===== src/ppwa_pkg.sv =====
// ----------------------------------------------------------------------------
// ppwa_pkg
// Types and constants shared by the packed pixel write address pipeline.
// ----------------------------------------------------------------------------
package ppwa_pkg;

  localparam int unsigned XW       = 11;
  localparam int unsigned YW       = 11;
  localparam int unsigned ColourW  = 32;
  localparam int unsigned AddrW    = 32;
  localparam int unsigned WidthW   = 12;
  localparam int unsigned StrideW  = WidthW + 2;
  localparam int unsigned OffW     = XW + 2;
  localparam int unsigned ProdW    = YW + StrideW;
  localparam int unsigned InTdataW  = 56;
  localparam int unsigned OutTdataW = 80;

  localparam logic [WidthW-1:0] MaxWidth   = 12'd2048;
  localparam logic [WidthW-1:0] WidthReset = 12'd640;

  typedef enum logic [2:0] {
    DEPTH_1BPP  = 3'd0,
    DEPTH_4BPP  = 3'd1,
    DEPTH_8BPP  = 3'd2,
    DEPTH_16BPP = 3'd3,
    DEPTH_32BPP = 3'd4
  } depth_e;

  typedef enum logic [1:0] {
    CFG_FRAME_BASE   = 2'd0,
    CFG_SCREEN_WIDTH = 2'd1,
    CFG_DEPTH_MODE   = 2'd2
  } cfg_index_e;

  typedef enum logic [1:0] {
    SIZE_BYTE = 2'd0,
    SIZE_HALF = 2'd1,
    SIZE_WORD = 2'd2
  } access_size_e;

  typedef struct packed {
    logic [XW-1:0]      pixel_x;
    logic [YW-1:0]      pixel_y;
    logic [ColourW-1:0] colour;
  } pixel_t;

  typedef struct packed {
    logic [YW-1:0]      pixel_y;
    logic [StrideW-1:0] stride;
    logic [OffW-1:0]    offset;
    logic [1:0]         access_size;
    logic [31:0]        write_data;
    logic [7:0]         bit_mask;
  } decode_t;

  typedef struct packed {
    logic [ProdW-1:0] row_offset;
    logic [OffW-1:0]  offset;
    logic [1:0]       access_size;
    logic [31:0]      write_data;
    logic [7:0]       bit_mask;
  } product_t;

  typedef struct packed {
    logic [AddrW-1:0] byte_address;
    logic [1:0]       access_size;
    logic [31:0]      write_data;
    logic [7:0]       bit_mask;
  } write_t;

endpackage


===== src/ppwa_decode.sv =====
// ----------------------------------------------------------------------------
// ppwa_decode
// First stage: row stride, byte offset, access size, data and mask by depth.
// ----------------------------------------------------------------------------
module ppwa_decode
  import ppwa_pkg::*;
(
  input  logic               clk_i,
  input  logic               rst_ni,
  input  logic [WidthW-1:0]  screen_width_i,
  input  logic [2:0]         depth_mode_i,
  input  logic               in_valid_i,
  output logic               in_ready_o,
  input  pixel_t             in_pixel_i,
  output logic               out_valid_o,
  input  logic               out_ready_i,
  output decode_t            out_decode_o
);

  logic              valid_q, valid_d;
  decode_t           decode_q, decode_d;
  logic              keep;
  logic [WidthW-1:0] width_sat;
  logic [7:0]        pix_bit;

  assign in_ready_o = !valid_q || out_ready_i;
  assign width_sat  = (screen_width_i > MaxWidth) ? MaxWidth : screen_width_i;
  assign pix_bit    = 8'h80 >> in_pixel_i.pixel_x[2:0];

  always_comb begin
    keep                 = 1'b1;
    decode_d.pixel_y     = in_pixel_i.pixel_y;
    decode_d.stride      = StrideW'(width_sat);
    decode_d.offset      = OffW'(in_pixel_i.pixel_x);
    decode_d.access_size = SIZE_BYTE;
    decode_d.write_data  = {24'd0, in_pixel_i.colour[7:0]};
    decode_d.bit_mask    = 8'hff;
    case (depth_e'(depth_mode_i))
      DEPTH_1BPP: begin
        decode_d.stride     = StrideW'(width_sat >> 3);
        decode_d.offset     = OffW'(in_pixel_i.pixel_x >> 3);
        decode_d.bit_mask   = pix_bit;
        decode_d.write_data = (in_pixel_i.colour != '0) ? {24'd0, pix_bit} : 32'd0;
      end
      DEPTH_4BPP: begin
        decode_d.stride = StrideW'(width_sat >> 1);
        decode_d.offset = OffW'(in_pixel_i.pixel_x >> 1);
        if (in_pixel_i.pixel_x[0]) begin
          decode_d.bit_mask   = 8'h0f;
          decode_d.write_data = {28'd0, in_pixel_i.colour[3:0]};
        end else begin
          decode_d.bit_mask   = 8'hf0;
          decode_d.write_data = {24'd0, in_pixel_i.colour[3:0], 4'd0};
        end
      end
      DEPTH_8BPP: begin
      end
      DEPTH_16BPP: begin
        decode_d.stride      = {1'b0, width_sat, 1'b0};
        decode_d.offset      = {1'b0, in_pixel_i.pixel_x, 1'b0};
        decode_d.access_size = SIZE_HALF;
        decode_d.write_data  = {16'd0, in_pixel_i.colour[15:0]};
      end
      DEPTH_32BPP: begin
        decode_d.stride      = {width_sat, 2'b00};
        decode_d.offset      = {in_pixel_i.pixel_x, 2'b00};
        decode_d.access_size = SIZE_WORD;
        decode_d.write_data  = in_pixel_i.colour;
      end
      default: begin
        keep = 1'b0;
      end
    endcase
  end

  // Pixels in an unused depth mode are taken and dropped here.
  assign valid_d = in_ready_o ? (in_valid_i && keep) : valid_q;

  always_ff @(posedge clk_i or negedge rst_ni) begin
    if (!rst_ni) begin
      valid_q <= 1'b0;
    end else begin
      valid_q <= valid_d;
    end
  end

  always_ff @(posedge clk_i) begin
    if (in_ready_o && in_valid_i) begin
      decode_q <= decode_d;
    end
  end

  assign out_valid_o  = valid_q;
  assign out_decode_o = decode_q;

endmodule


===== src/ppwa_mult.sv =====
// ----------------------------------------------------------------------------
// ppwa_mult
// Second stage: row number times row stride.
// ----------------------------------------------------------------------------
module ppwa_mult
  import ppwa_pkg::*;
(
  input  logic     clk_i,
  input  logic     rst_ni,
  input  logic     in_valid_i,
  output logic     in_ready_o,
  input  decode_t  in_decode_i,
  output logic     out_valid_o,
  input  logic     out_ready_i,
  output product_t out_product_o
);

  logic     valid_q, valid_d;
  product_t product_q, product_d;

  assign in_ready_o = !valid_q || out_ready_i;
  assign valid_d    = in_ready_o ? in_valid_i : valid_q;

  always_comb begin
    product_d.row_offset  = ProdW'(in_decode_i.pixel_y) * ProdW'(in_decode_i.stride);
    product_d.offset      = in_decode_i.offset;
    product_d.access_size = in_decode_i.access_size;
    product_d.write_data  = in_decode_i.write_data;
    product_d.bit_mask    = in_decode_i.bit_mask;
  end

  always_ff @(posedge clk_i or negedge rst_ni) begin
    if (!rst_ni) begin
      valid_q <= 1'b0;
    end else begin
      valid_q <= valid_d;
    end
  end

  always_ff @(posedge clk_i) begin
    if (in_ready_o && in_valid_i) begin
      product_q <= product_d;
    end
  end

  assign out_valid_o   = valid_q;
  assign out_product_o = product_q;

endmodule


===== src/ppwa_addr.sv =====
// ----------------------------------------------------------------------------
// ppwa_addr
// Third stage: adds base, row offset and byte offset into the output register.
// ----------------------------------------------------------------------------
module ppwa_addr
  import ppwa_pkg::*;
(
  input  logic             clk_i,
  input  logic             rst_ni,
  input  logic [AddrW-1:0] frame_base_i,
  input  logic             in_valid_i,
  output logic             in_ready_o,
  input  product_t         in_product_i,
  output logic             out_valid_o,
  input  logic             out_ready_i,
  output write_t           out_write_o
);

  logic   valid_q, valid_d;
  write_t write_q, write_d;

  assign in_ready_o = !valid_q || out_ready_i;
  assign valid_d    = in_ready_o ? in_valid_i : valid_q;

  always_comb begin
    write_d.byte_address = frame_base_i + AddrW'(in_product_i.row_offset)
                         + AddrW'(in_product_i.offset);
    write_d.access_size  = in_product_i.access_size;
    write_d.write_data   = in_product_i.write_data;
    write_d.bit_mask     = in_product_i.bit_mask;
  end

  always_ff @(posedge clk_i or negedge rst_ni) begin
    if (!rst_ni) begin
      valid_q <= 1'b0;
    end else begin
      valid_q <= valid_d;
    end
  end

  always_ff @(posedge clk_i) begin
    if (in_ready_o && in_valid_i) begin
      write_q <= write_d;
    end
  end

  assign out_valid_o = valid_q;
  assign out_write_o = write_q;

endmodule


===== src/packed_pixel_write_address_top.sv =====
// ----------------------------------------------------------------------------
// packed_pixel_write_address_top
// Turns a pixel coordinate and colour into one framebuffer write.
//
// Channel   Direction  Contents
// s_axis    in         pixel transaction: x, y, colour
// m_axis    out        write transaction: address, size, data, bit mask
// cfg       in         register write: frame base, screen width, depth mode
//
// One pixel per cycle is accepted while m_axis is not stalled.
// The three stages are decode, stride multiply and address add.
// Reset clears the stage valid bits and loads the register reset values.
// A stall on m_axis backs up stage by stage without losing a transaction.
// Pixels in an unused depth mode are accepted and produce no write.
// ----------------------------------------------------------------------------
module packed_pixel_write_address_top
  import ppwa_pkg::*;
(
  input  logic                 clk_i,
  input  logic                 rst_ni,
  input  logic                 cfg_we_i,
  input  logic [1:0]           cfg_index_i,
  input  logic [31:0]          cfg_wdata_i,
  input  logic                 s_axis_tvalid,
  output logic                 s_axis_tready,
  // pixel_x[10:0], pixel_y[21:11], colour[53:22], zero pad
  input  logic [InTdataW-1:0]  s_axis_tdata,
  output logic                 m_axis_tvalid,
  input  logic                 m_axis_tready,
  // byte_address[31:0], access_size[33:32], write_data[65:34], bit_mask[73:66]
  output logic [OutTdataW-1:0] m_axis_tdata
);

  logic [AddrW-1:0]  frame_base_q;
  logic [WidthW-1:0] screen_width_q;
  logic [2:0]        depth_mode_q;

  pixel_t   pixel;
  decode_t  decode;
  product_t product;
  write_t   write_out;
  logic     dec_valid, dec_ready;
  logic     mul_valid, mul_ready;

  always_ff @(posedge clk_i or negedge rst_ni) begin
    if (!rst_ni) begin
      frame_base_q   <= '0;
      screen_width_q <= WidthReset;
      depth_mode_q   <= DEPTH_32BPP;
    end else if (cfg_we_i) begin
      case (cfg_index_e'(cfg_index_i))
        CFG_FRAME_BASE:   frame_base_q   <= cfg_wdata_i;
        CFG_SCREEN_WIDTH: screen_width_q <= cfg_wdata_i[WidthW-1:0];
        CFG_DEPTH_MODE:   depth_mode_q   <= cfg_wdata_i[2:0];
        default: begin
        end
      endcase
    end
  end

  assign pixel.pixel_x = s_axis_tdata[10:0];
  assign pixel.pixel_y = s_axis_tdata[21:11];
  assign pixel.colour  = s_axis_tdata[53:22];

  ppwa_decode u_decode (
    .clk_i          (clk_i),
    .rst_ni         (rst_ni),
    .screen_width_i (screen_width_q),
    .depth_mode_i   (depth_mode_q),
    .in_valid_i     (s_axis_tvalid),
    .in_ready_o     (s_axis_tready),
    .in_pixel_i     (pixel),
    .out_valid_o    (dec_valid),
    .out_ready_i    (dec_ready),
    .out_decode_o   (decode)
  );

  ppwa_mult u_mult (
    .clk_i         (clk_i),
    .rst_ni        (rst_ni),
    .in_valid_i    (dec_valid),
    .in_ready_o    (dec_ready),
    .in_decode_i   (decode),
    .out_valid_o   (mul_valid),
    .out_ready_i   (mul_ready),
    .out_product_o (product)
  );

  ppwa_addr u_addr (
    .clk_i        (clk_i),
    .rst_ni       (rst_ni),
    .frame_base_i (frame_base_q),
    .in_valid_i   (mul_valid),
    .in_ready_o   (mul_ready),
    .in_product_i (product),
    .out_valid_o  (m_axis_tvalid),
    .out_ready_i  (m_axis_tready),
    .out_write_o  (write_out)
  );

  assign m_axis_tdata = {6'd0, write_out.bit_mask, write_out.write_data,
                         write_out.access_size, write_out.byte_address};

endmodule


===== config.mk =====
export PLATFORM = sky130hd
export DESIGN_NAME = packed_pixel_write_address_top
export DESIGN_NICKNAME = d
export VERILOG_FILES = /design/src/ppwa_pkg.sv /design/src/ppwa_decode.sv /design/src/ppwa_mult.sv /design/src/ppwa_addr.sv /design/src/packed_pixel_write_address_top.sv
export SDC_FILE = /design/constraint.sdc
export NUM_CORES = 1
export LEC_CHECK = 0
export ABC_CLOCK_PERIOD_IN_PS = 14510
export BUFFER_PORTS_ARGS = -buffer_cell sky130_fd_sc_hd__buf_2
export CAP_MARGIN = 20
export CORE_MARGIN = 2
export CORE_UTILIZATION = 49
export CTS_CLUSTER_DIAMETER = 40
export DETAILED_ROUTE_END_ITERATION = 12
export PLACE_DENSITY = 0.68
export SYNTH_ARGS = -nofsm -noshare
export SYNTH_HDL_FRONTEND = slang
export SYNTH_SLANG_ARGS = --single-unit

===== constraint.sdc =====
create_clock -name clk_i -period 14.51 [get_ports clk_i]
set_input_delay 3.6275 -clock clk_i [delete_from_list [all_inputs] [get_ports clk_i]]
set_output_delay 3.6275 -clock clk_i [all_outputs]
set_load 0.02 [all_outputs]

; ---- Word level (Yosys, flattened, before mapping)
; Index checks and enable logic that the tools add are counted.
[word_totals]
regBits = 284
in_bits = 95
output_inout_bits = 82
word_cells = 57
[op_classes]
add_sub_neg = 2
multipliers = 1
n_lt_le_gt_ge = 1
n_eq_ne = 6
n_shift = 1
mux = 8
reduce_logical = 17
[op_table]
columns = op, n
row1 = 32-bit case mux with 4 select lines, 1
row2 = 27-bit case mux with 4 select lines, 1
row3 = 32-bit by 13-bit adder with 32-bit output, 1
row4 = 32-bit by 25-bit adder with 32-bit output, 1
row5 = 32-bit nonzero test, 1
row6 = 11-bit by 14-bit multiplier with 25-bit output, 1
row7 = 16-bit two-way mux, 1
row8 = 8-bit case mux with 2 select lines, 1
row9 = 12-bit > comparator (second input constant), 1
row10 = 12-bit two-way mux, 1
row11 = 8-bit two-way mux, 1
row12 = 8-bit by 3-bit >> shifter with 8-bit output (first input constant), 1
row13 = 3-bit by 2-bit == test with 1-bit output (second input constant), 2
row14 = 2-bit AND reduction, 3
row15 = 5-bit OR reduction, 1
row16 = 1-bit logical AND, 4
row17 = 2-bit case mux with 2 select lines, 1
row18 = 3-bit by 1-bit == test with 1-bit output (second input constant), 1
row19 = 3-bit == test (second input constant), 1
row20 = 1-bit zero test, 3
row21 = 3-bit zero test, 1
row22 = 1-bit logical OR, 3
row23 = 2-bit by 1-bit == test with 1-bit output (second input constant), 1
row24 = 2-bit == test (second input constant), 1
row25 = 2 further kinds, 2

; ---- Logic depth before layout (Yosys ltp)
; Gate-level depths: netlist (run 1).
[logic_depth]
depth_word = 5
ltp_mapped = 20
ltp_nobuf = 19

; ---- Cells and area by module
; A second synthesis (run 1) with hierarchy kept.
[unflattened]
hier_cells = 1454
area_unflattened_um2 = 17529.3
[modules_own_cells]
columns = module, n_inst, cells_per_inst, area_per_inst_um2, seq_area_each_um2
row1 = ppwa_mult, 1, 671, 7460.9, 2427.3
row2 = ppwa_addr, 1, 326, 4191.5, 2247.2
row3 = ppwa_decode, 1, 349, 4043.9, 2427.3
row4 = packed_pixel_write_address_top, 1, 108, 1833.0, 1179.9

; ---- Worst setup path before layout (run 1)
; No wires, ideal clock.
[synth_timing]
path_type = input to output
from = input m_axis_tready
to = output s_axis_tready
arrival_time_ns = 3.978
required_time_ns = 10.882
slack_ns = 6.904
path_stages = 2
path_buffers = 0
cell_sequence = nor2b_1 > nand3_1
[synth_via]
elab_chain_cells = 3
[synth_rtl]
columns = element, line
row1 = "start, declared", packed_pixel_write_address_top.sv:29  ; input logic m_axis_tready,
row2 = 1-bit logical OR, ppwa_addr.sv:22  ; assign in_ready_o = !valid_q || out_ready_i;
row3 = 1-bit logical OR, ppwa_mult.sv:21  ; assign in_ready_o = !valid_q || out_ready_i;
row4 = 1-bit logical OR, ppwa_decode.sv:26  ; assign in_ready_o = !valid_q || out_ready_i;
row5 = "end, declared", packed_pixel_write_address_top.sv:25  ; output logic s_axis_tready,
; No other way between the ends.

; ---- Worst setup path in the final report (run 1)
; Ends and elaborated chain as after synthesis.

==> flow_metrics.env, run 1 <==
export IMPL_status="finished, final reports clean"
export IMPL_cp_required_ps=10880
export IMPL_first_pass_iters=5
export IMPL_diodes=0
export IMPL_arrival_ps=4250
export IMPL_postSynthCellCount=1445
export IMPL_via_count=11369
export IMPL_seq_area_um2=8280
export IMPL_ff2ff_setup_slack_ps=8610
export IMPL_drc=0
export IMPL_clk_pin_slew_worst_paths_ps=60
export IMPL_crit_path_start_kind="primary input"
export IMPL_synth_seq_area_share=0.477
export IMPL_hold_buffers=0
export IMPL_grt_pass1_wl_mm=59.3
export IMPL_startpoint="m_axis_tready"
export IMPL_htreeDepth=2
export IMPL_core_um2=34700
export IMPL_dieArea_um2=36900
export IMPL_min_path_cells=0
export IMPL_worst_path_buf_inv=2
export IMPL_ctsResizeCount=0
export IMPL_slew_headroom=0.299
export IMPL_path_depth=4
export IMPL_max_freq_mhz=127
export IMPL_die_y_um=192
export IMPL_clock_path_buffers=3
export IMPL_ir_worst_vdd_v=0.000223
export IMPL_cts_buffers=37
export IMPL_antenna_found_initial=0
export IMPL_tns_ps=0
export IMPL_min_path_type="reg -> reg"
export IMPL_grt_pass1_vias=11412
export IMPL_numClockSinks=284
export IMPL_criticalPathCategory="in -> out"
export IMPL_met2_length_mm=17.3
export IMPL_cts_tree="done"
export IMPL_setup_viol=0
export IMPL_wl_met1_mm=16.2
export IMPL_cap_viol_max_count=0
export IMPL_finalWorstSetupSlack_ps=6630
export IMPL_grt_overflow=0
export IMPL_wl_per_cell_um=17.6
export IMPL_cpPeakStageDelay_ps=200
export IMPL_fin_nets=1918
export IMPL_dp_slack_ps=6650
export IMPL_slew_viol_final=0
export IMPL_cp_slowest_cell="buf_2"
export IMPL_routed_wl_mm=36.8
export IMPL_synth_edf_count=234
export IMPL_maxUsedRoutingLayer="met4"
export IMPL_io_buffers=168
export IMPL_ys_types=74
export IMPL_hpwlAfterDp_mm=26.8
export IMPL_crit_path_max_fanout=3
export IMPL_syn_area_um2=17300
export IMPL_reg2reg_from="u_decode.out_decode_o[74]"
export IMPL_worst_pin_slew_ps=1050
export IMPL_wl_met3_mm=2.11
export IMPL_fin_crit_ps=7880
export IMPL_grt_util_all_layers=0.207
export IMPL_worstSetupEndpoint="s_axis_tready"
export IMPL_finalClockSkew_ps=18.7
export IMPL_power_w=0.00519
export IMPL_post_cts_buffers=0
export IMPL_rsz0062_at_grt="false"
export IMPL_reg2regPathDepth=18
export IMPL_vias_per_cell=5.45
export IMPL_pin_count=177
export IMPL_postRouteAntennaNets=0
export IMPL_fin_crit_sh=0.543
export IMPL_synthToLayoutAreaGrowth_pct=14.4
export IMPL_power_leakage_nw=8.53
export IMPL_multi_input_area_um2=8250
export IMPL_crit_top_cell="buf_2"
export IMPL_path_cells="buf_2, nor2b_1, nand3_1, buf_2"
export IMPL_cts_root_buf="clkbuf_16"
export IMPL_ys_ff_latch=284
export IMPL_r2r_end="u_mult.out_product_o[77]"
export IMPL_syn_area_per_cell_um2=12.0
export IMPL_initialDrtViolationCount=788
export IMPL_fillers=2860
export IMPL_die_w_um=192
export IMPL_gp_congestion=0.866
export IMPL_yosysWarnings=0
export IMPL_initial_core_util=0.500
export IMPL_worst_setup_path_end_kind="output pin"
export IMPL_clk_latency_ps=550
export IMPL_hold_viol=0
export IMPL_power_density_nw_per_um2=261
export IMPL_grt_max_degree=81
export IMPL_drive_gt1_frac=0.186
export IMPL_ys_flop_type="edfxtp_1"
export IMPL_synthArstFlopShare=0.176
export IMPL_crit_family="simple AND/OR/NAND/NOR gates"
export IMPL_row_count=68
placed cells by master, fill, tap and decap left out, types with 10 or more instances in the layout:
master / Yosys / routed
buf_2: 6 / 168
mux2_2: 48 / 48
edfxtp_1: 234 / 234
mux2i_1: 10 / 10
inv_1: 151 / 151
a21o_1: 19 / 19
ha_1: 100 / 100
o21ai_0: 52 / 52
and2_1: 94 / 91
nor4_1: 10 / 10
nand2_1: 132 / 132
nor2_1: 57 / 57
a31oi_1: 10 / 10
dfrtp_1: 47 / 47
xnor2_1: 36 / 36
a22oi_1: 14 / 14
and3_1: 28 / 28
clkbuf_16: 0 / 40
nand3_1: 14 / 14
fa_1: 121 / 121
nand2b_1: 14 / 14
a21oi_1: 58 / 58
where the power goes:
group / switching [W] / internal [W] / leakage, nW
Combinational: 0.00168 / 0.00121 / 5.08
Clock: 0.000346 / 0.000567 / 0.610
Sequential: 0.000123 / 0.00126 / 2.85
Total: 0.00215 / 0.00304 / 8.53
synthesized netlist by cell type (14+ instances only):
library cell	count	area (um^2)
edfxtp_1	234	7030
inv_1	151	567
nand2_1	132	495
fa_1	121	2420
ha_1	100	1250
and2_1	94	588
a21oi_1	58	290
nor2_1	57	214
o21ai_0	52	260
mux2_2	48	541
dfrtp_1	47	1180
clkbuf_1	45	169
xnor2_1	36	315
and3_1	28	175
a21o_1	19	143
a22oi_1	14	105
nand2b_1	14	87.6
nand3_1	14	70.1
per-stage QoR:
| step | hold slack (ps) | cell area [um^2] | instances | util |
|---|---|---|---|---|
| 2_1_floorplan | 400 | 17400 | 1450 | - |
| 3_3_place_gp | 400 | 18600 | 2017 | 0.535 |
| 3_5_place_dp | 405 | 18600 | 2017 | 0.535 |
| 4_1_cts | 404 | 19800 | 2085 | 0.571 |
| 5_1_grt | 412 | 19800 | 2086 | 0.572 |
| 6_report | 401 | 19800 | 2086 | 0.572 |
final cells by class:
class,instances,area share
inverters,151,0.0286
well taps,455,0.0287
clock inverters,19,0.0105
repair buffers,176,0.0464
clock buffers,49,0.0526
multi-input cells,952,0.416
flip-flops and latches,284,0.417
worst min-delay path by stage:
stage	start	end	slack (ps)
2_1_floorplan	u_mult.out_product_o[0]	u_addr.out_write_o[0]	400
3_3_place_gp	u_decode.out_decode_o[20]	u_mult.out_product_o[20]	400
3_5_place_dp	u_mult.out_product_o[35]	u_addr.out_write_o[35]	400
4_1_cts	u_mult.out_product_o[23]	u_addr.out_write_o[23]	400
5_1_grt	u_mult.out_product_o[23]	u_addr.out_write_o[23]	410
6_report	u_mult.out_product_o[23]	u_addr.out_write_o[23]	400
cells by family after synthesis:
kind of cell	synth area share
DFF	0.477
other	0.000216
and+or+nand+nor	0.112
AOI/OAI and AO/OA	0.0905
adders and majority gates	0.212
xor gates and xnor gates	0.0227
buffers and inverters	0.0485
muxes	0.0369
flip-flops by register name, summed over array words and instances, names as in the netlist:
signal	count
u_decode.out_decode_o	80
u_mult.out_product_o	80
u_addr.out_write_o	74
frame_base_q	32
screen_width_q	12
depth_mode_q	3
u_addr.out_valid_o	1
u_decode.out_valid_o	1
u_mult.out_valid_o	1
worst register-to-register path: cells and delay by family (launching register included):
kind,cells,cell delay (ps)
adder cells (fa/ha/maj),6,3000
AO/OA/AOI/OAI,4,1090
flip-flops,1,620
AND/OR/NAND/NOR,3,620
buffers and inverters,4,190
XOR/XNOR,1,100
per-layer routing:
| metal | vias up | global-route usage |
|---|---|---|
| met3 | 76 | 0.0285 |
| met2 | 358 | 0.336 |
| li1 | 5357 | - |
| met4 | 0 | 0.0816 |
| met1 | 5578 | 0.282 |
| met5 | - | 0 |
(Power assumes the default switching activity.)
==> inputs of run 2 (changes only) <==
--- a/config.mk
+++ b/config.mk
@@ -5,7 +5,8 @@
 export SDC_FILE = /design/constraint.sdc
 export NUM_CORES = 1
 export LEC_CHECK = 0
-export ABC_CLOCK_PERIOD_IN_PS = 14510
+export ABC_AREA = 1
+export ABC_CLOCK_PERIOD_IN_PS = 7460
 export BUFFER_PORTS_ARGS = -buffer_cell sky130_fd_sc_hd__buf_2
 export CAP_MARGIN = 20
 export CORE_MARGIN = 2
==> constraint.sdc (replaced) <==
create_clock -name clk_i -period 7.46 [get_ports clk_i]
set_input_delay 1.865 -clock clk_i [delete_from_list [all_inputs] [get_ports clk_i]]
set_output_delay 1.865 -clock clk_i [all_outputs]
set_load 0.02 [all_outputs]
==> run 2 against run 1 <==
  * Sequential share of layout area shrank 1.7 points
  * Clock skew is 18 ps higher
  * Worst setup slack worse by 4300 ps
==> flow_metrics.env, run 2 <==
export IMPL_worst_pin_slew_ps=1000
export IMPL_slew_viol_final=0
export IMPL_internal_power_w=0.00564
export IMPL_initial_core_util=0.498
export IMPL_cp_slowest_cell="edfxtp_1"
export IMPL_ys_ff_latch=284
export IMPL_criticalPathCategory="reg -> reg"
export IMPL_grt_pass1_wl_mm=65.0
export IMPL_gp_congestion=0.922
export IMPL_p_sw_frac=0.459
export IMPL_hpwlAfterDp_mm=30.8
export IMPL_cts_buffers=37
export IMPL_power_density_nw_per_um2=503
export IMPL_fin_crit_sh=0.687
export IMPL_cap_viol_max_count=0
export IMPL_synthArstFlopShare=0.176
export IMPL_crit_family="adder cells"
export IMPL_crit_top_cell="fa_1"
export IMPL_fin_area_um2=20700
export IMPL_fin_nets=2454
export IMPL_grt_util_all_layers=0.212
export IMPL_clkPwrFrac=0.164
export IMPL_row_count=70
export IMPL_postSynthCellCount=1975
export IMPL_worst_path_buf_inv=3
export IMPL_synth_seq_area_share=0.454
export IMPL_clock_path_buffers=3
export IMPL_core_um2=36600
export IMPL_ir_worst_vdd_v=0.000331
export IMPL_max_freq_mhz=195
export IMPL_ys_flop_type="edfxtp_1"
export IMPL_place_inst=2567
export IMPL_grt_max_degree=66
export IMPL_postRouteAntennaNets=0
export IMPL_finalClockSkew_ps=36.7
export IMPL_combinationalPowerShare=0.580
export IMPL_rsz0062_at_grt="false"
export IMPL_cp_required_ps=7730
export IMPL_antenna_found_initial=4
export IMPL_setup_viol=0
export IMPL_drive_gt1_frac=0.126
export IMPL_holdWs_ps=376
export IMPL_cpPeakStageDelay_ps=720
export IMPL_postPlaceCellArea_um2=19500
export IMPL_syn_area_per_cell_um2=9.23
export IMPL_min_path_type="reg -> reg"
export IMPL_final_common_cell="nand2_1"
export IMPL_path_cells="nand2_1, fa_1, inv_1, fa_1, fa_1, fa_1, inv_1, fa_1, inv_1, ha_1, nand2_1, nor2_1, nand3_1, nand3_1, nand3_1, nand3_1, nand2_1"
export IMPL_crit_path_max_fanout=14
export IMPL_wl_per_cell_um=15.2
export IMPL_synthTopCellsByArea="edfxtp_1 39%, fa_1 13%, nand2_1 11%"
export IMPL_numClockSinks=284
export IMPL_grt_pass1_vias=13195
export IMPL_worst_setup_path_end_kind="register"
export IMPL_vias_per_cell=5.06
export IMPL_die_y_um=197
export IMPL_io_buffers=168
export IMPL_synth_edf_count=234
export IMPL_tns_ps=0
export IMPL_synthToLayoutAreaGrowth_pct=13.5
export IMPL_grt_overflow=0
export IMPL_pwr_share_seq=0.256
export IMPL_p_switching_w=0.00479
export IMPL_power_leakage_nw=10.5
export IMPL_crit_path_start_kind="register"
export IMPL_synth_top_area_cell="edfxtp_1"
export IMPL_yosysWarnings=0
export IMPL_clk_pin_slew_worst_paths_ps=60
export IMPL_clk_latency_ps=540
export IMPL_yosys_area_top_type_share=0.385
export IMPL_arrival_ps=5390
export IMPL_ys_types=40
export IMPL_ctsResizeCount=0
export IMPL_routed_wl_mm=39.9
export IMPL_fin_crit_ps=5130
export IMPL_syn_area_um2=18200
export IMPL_pin_count=177
export IMPL_cts_tree="done"
export IMPL_status="finished, final reports clean"
export IMPL_die_w_um=197
export IMPL_cts_root_buf="clkbuf_16"
export IMPL_via_count=13331
export IMPL_hold_viol=0
export IMPL_initialDrtViolationCount=889
export IMPL_drc=0
export IMPL_first_pass_iters=7
export IMPL_post_cts_buffers=0
export IMPL_synth_top_cells_by_count="546 x nand2_1, 426 x inv_1, 234 x edfxtp_1"
export IMPL_finalNonFillerCells=2634
export IMPL_slew_headroom=0.328
export IMPL_htreeDepth=2
export IMPL_layout_common_cells="545 x nand2_1, 424 x inv_1, 234 x edfxtp_1"
export IMPL_hold_buffers=0
export IMPL_yosys_cell_count_top_type="nand2_1"
export IMPL_dieArea_um2=38800
run 2: changes by cell type after synthesis, sizes merged, moves of 30 or more:
cell	delta
inv	+277
mux2	-34
xnor2	-30
nand3	+74
and3	-30
nor2	+72
nand2	+418
and2	-93
run 2: area by class of cell:
| type | count | area [um^2] |
|---|---|---|
| Fill cell | 3202 | 15900 |
| Sequential cell | 284 | 8280 |
| Multi-Input combinational cell | 1211 | 8110 |
| Inverter | 429 | 1610 |
| Clock buffer | 45 | 997 |
| Timing Repair Buffer | 175 | 893 |
| Tap cell | 468 | 586 |
| Clock inverter | 21 | 219 |
| Antenna cell | 1 | 2.50 |
run 2: worst reg2reg max path, delay by kind of cell, from the launching register on:
family	cells	cell delay, ps
and+or+nand+nor	8	1010
buffers and inverters	3	160
DFF	1	720
adders and majority gates	6	3000
run 2: final timing paths:
| path | from | end | slack [ps] | cells past startpoint |
|---|---|---|---|---|
| worst max-delay path | u_decode.out_decode_o[74] | u_mult.out_product_o[76] | 2330 | 17 |
| worst min-delay path | u_decode.out_decode_o[41] | u_mult.out_product_o[41] | 380 | 0 |
| worst max register to register | u_decode.out_decode_o[74] | u_mult.out_product_o[76] | 2330 | 17 |
| worst min register to register | u_decode.out_decode_o[41] | u_mult.out_product_o[41] | 380 | 0 |
| max in group asynchronous | rst_ni | screen_width_q[11] | 5460 | 2 |
| min in group asynchronous | rst_ni | frame_base_q[1] | 1480 | 2 |
run 2: metal layers:
metal | share of wire | vias up | GRT usage
li1 | - | 6487 | -
met2 | 0.48 | 423 | 0.354
met5 | 0 | - | 0
met1 | 0.44 | 6361 | 0.287
met4 | 0.020 | 0 | 0.0615
met3 | 0.063 | 60 | 0.0329
run 2: cell families after synthesis:
group,Yosys count,synth area share
simple gates,809,0.179
buf+inv,485,0.103
flops,284,0.454
fa+ha+maj,221,0.201
compound gates,133,0.0401
xor+xnor,28,0.0134
mux,14,0.00864
other cells,1,0.000206
run 2: stage by stage:
step	setup WS, ps	power, W	util
after detailed placement	2300	0.00873	0.532
after global placement	2340	0.00858	0.532
after floorplan	1460	0.00720	-
after CTS	2320	0.0105	0.565
after global routing	2060	0.0115	0.566
final	2330	0.0104	0.566
run 2: power groups by stage:
stage | clock network (W) | registers, W | logic, W
after detailed placement | 0 | 0.00270 | 0.00602
after CTS | 0.00174 | 0.00267 | 0.00607
after floorplan | 0 | 0.00278 | 0.00442
final | 0.00171 | 0.00267 | 0.00605
after global routing | 0.00181 | 0.00271 | 0.00701
after global placement | 0 | 0.00269 | 0.00590
==> inputs of run 3 (changes only) <==
--- a/config.mk
+++ b/config.mk
@@ -6,7 +6,7 @@
 export NUM_CORES = 1
 export LEC_CHECK = 0
 export ABC_AREA = 1
-export ABC_CLOCK_PERIOD_IN_PS = 7460
+export ABC_CLOCK_PERIOD_IN_PS = 4800
 export BUFFER_PORTS_ARGS = -buffer_cell sky130_fd_sc_hd__buf_2
 export CAP_MARGIN = 20
 export CORE_MARGIN = 2
==> constraint.sdc (replaced) <==
create_clock -name clk_i -period 4.8 [get_ports clk_i]
set_input_delay 1.2 -clock clk_i [delete_from_list [all_inputs] [get_ports clk_i]]
set_output_delay 1.2 -clock clk_i [all_outputs]
set_load 0.02 [all_outputs]
==> run 3 against run 2 <==
  * Critical path depth increased by 1
  * Via count increased by 1.8%
  * Clock skew decreased by 16 ps
  * Die area unchanged
  * Final cell count increased by 3.8%
  * Largest cell class is now multi-input gates
==> flow_metrics.env, run 3 (synthesized netlist as in run 2, its figures left out) <==
export IMPL_core_um2=36600
export IMPL_clk_pin_slew_worst_paths_ps=60
export IMPL_fillers=3060
export IMPL_arrival_ps=5050
export IMPL_place_inst=2622
export IMPL_finish_utilization=0.597
export IMPL_clock_path_buffers=3
export IMPL_clk_latency_ps=540
export IMPL_fin_nets=2549
export IMPL_grt_overflow=0
export IMPL_grt_max_degree=51
export IMPL_grt_pass1_vias=13380
export IMPL_postRouteAntennaNets=0
export IMPL_worst_pin_slew_ps=937
export IMPL_crit_path_start_kind="register"
export IMPL_synthToLayoutAreaGrowth_pct=19.8
export IMPL_cts_buffers=38
export IMPL_setup_viol=0
export IMPL_initialDrtViolationCount=956
export IMPL_pin_count=177
export IMPL_slew_viol_final=0
export IMPL_via_count=13566
export IMPL_grt_util_all_layers=0.212
export IMPL_cap_viol_max_count=0
export IMPL_finalNonFillerCells=2733
export IMPL_io_buffers=168
export IMPL_min_path_type="reg -> reg"
export IMPL_antenna_found_initial=2
export IMPL_die_y_um=197
export IMPL_max_freq_mhz=210
export IMPL_cp_required_ps=5090
export IMPL_status="finished, final reports clean"
export IMPL_cts_root_buf="clkbuf_16"
export IMPL_final_common_cell="nand2_1"
export IMPL_htreeDepth=2
export IMPL_rsz0062_at_grt="true"
export IMPL_row_count=70
export IMPL_die_w_um=197
export IMPL_drive_gt1_frac=0.194
export IMPL_slew_headroom=0.373
export IMPL_criticalPathCategory="reg -> reg"
export IMPL_finalClockSkew_ps=20.5
export IMPL_drc=0
export IMPL_cts_tree="done"
export IMPL_layout_common_cells="523 x nand2_1, 411 x inv_1, 234 x edfxtp_1"
export IMPL_numClockSinks=284
export IMPL_fin_crit_sh=0.991
export IMPL_fin_crit_ps=4760
export IMPL_grt_pass1_wl_mm=65.2
export IMPL_hold_viol=0
export IMPL_initial_core_util=0.498
export IMPL_vias_per_cell=4.96
export IMPL_gp_congestion=0.931
export IMPL_crit_path_max_fanout=8
export IMPL_worst_setup_path_end_kind="register"
export IMPL_routed_wl_mm=41.1
export IMPL_hpwlAfterDp_mm=31.7
export IMPL_first_pass_iters=6
export IMPL_wl_per_cell_um=15.0
export IMPL_dieArea_um2=38800
run 3: final cells by class:
type,instances,area (um^2),area share
multi-input combinational,1211,8420,0.386
tap,468,586,0.0268
inverter,429,1610,0.0738
timing repair buffer,269,1620,0.0743
antenna,2,5.00,0.000229
clock buffer,51,1070,0.0491
clock inverter,19,240,0.0110
sequential,284,8280,0.379
run 3: path summary, 6_finish.rpt:
kind | from | endpoint | slack (ps) | cells past startpoint
max in group asynchronous | rst_ni | screen_width_q[9] | 3230 | 2
worst max register to register | u_decode.out_decode_o[63] | u_mult.out_product_o[74] | 40 | 18
worst min register to register | u_decode.out_decode_o[41] | u_mult.out_product_o[41] | 410 | 0
min in group asynchronous | rst_ni | frame_base_q[12] | 660 | 1
worst min-delay path | u_decode.out_decode_o[41] | u_mult.out_product_o[41] | 410 | 0
worst max-delay path | u_decode.out_decode_o[63] | u_mult.out_product_o[74] | 40 | 18
run 3: per-layer routing:
layer	up-vias	track usage	share of wire
met5	-	0	0
met4	0	0.0771	0.027
met3	75	0.0294	0.050
met2	374	0.354	0.48
met1	6429	0.285	0.45
li1	6688	-	-
run 3: metrics by stage:
stage | TNS (ps) | instance area, um^2 | hold WS (ps) | setup slack, ps
after CTS | -25.8 | 21300 | 402 | -12.9
after global routing | -945 | 21800 | 413 | -146
after detailed placement | -268 | 19900 | 405 | -85.7
after floorplan | 0 | 18300 | 400 | 104
final | 0 | 21800 | 408 | 43.8
after global placement | -52.9 | 19900 | 401 | -21.9
run 3: critical path, stage by stage, from the launching register on:
cell and delay (ps):
edfxtp_1 580, buf_6 160, nand2_2 40, fa_1 400, fa_1 570, inv_1 70, fa_1 510, fa_1 500
inv_1 60, fa_1 530, inv_1 60, ha_4 270, a21o_1 230, a21boi_2 170, nor2_1 70, nor2_1 130
nand2_1 70, nand2_1 50, nand2_1 60
run 3: what timing repair did:
action                     4_1_cts  5_1_grt
gates cloned                     0        0
pin swaps                        0       32
hold buffers                     0        0
resized for setup                2       91
setup buffers                    8       30
setup endpoints to repair        7       14
Power of run 3 is left out: the tool's default activity adds up to more than one toggle a clock period on the data nets, which glitch-free logic cannot reach.
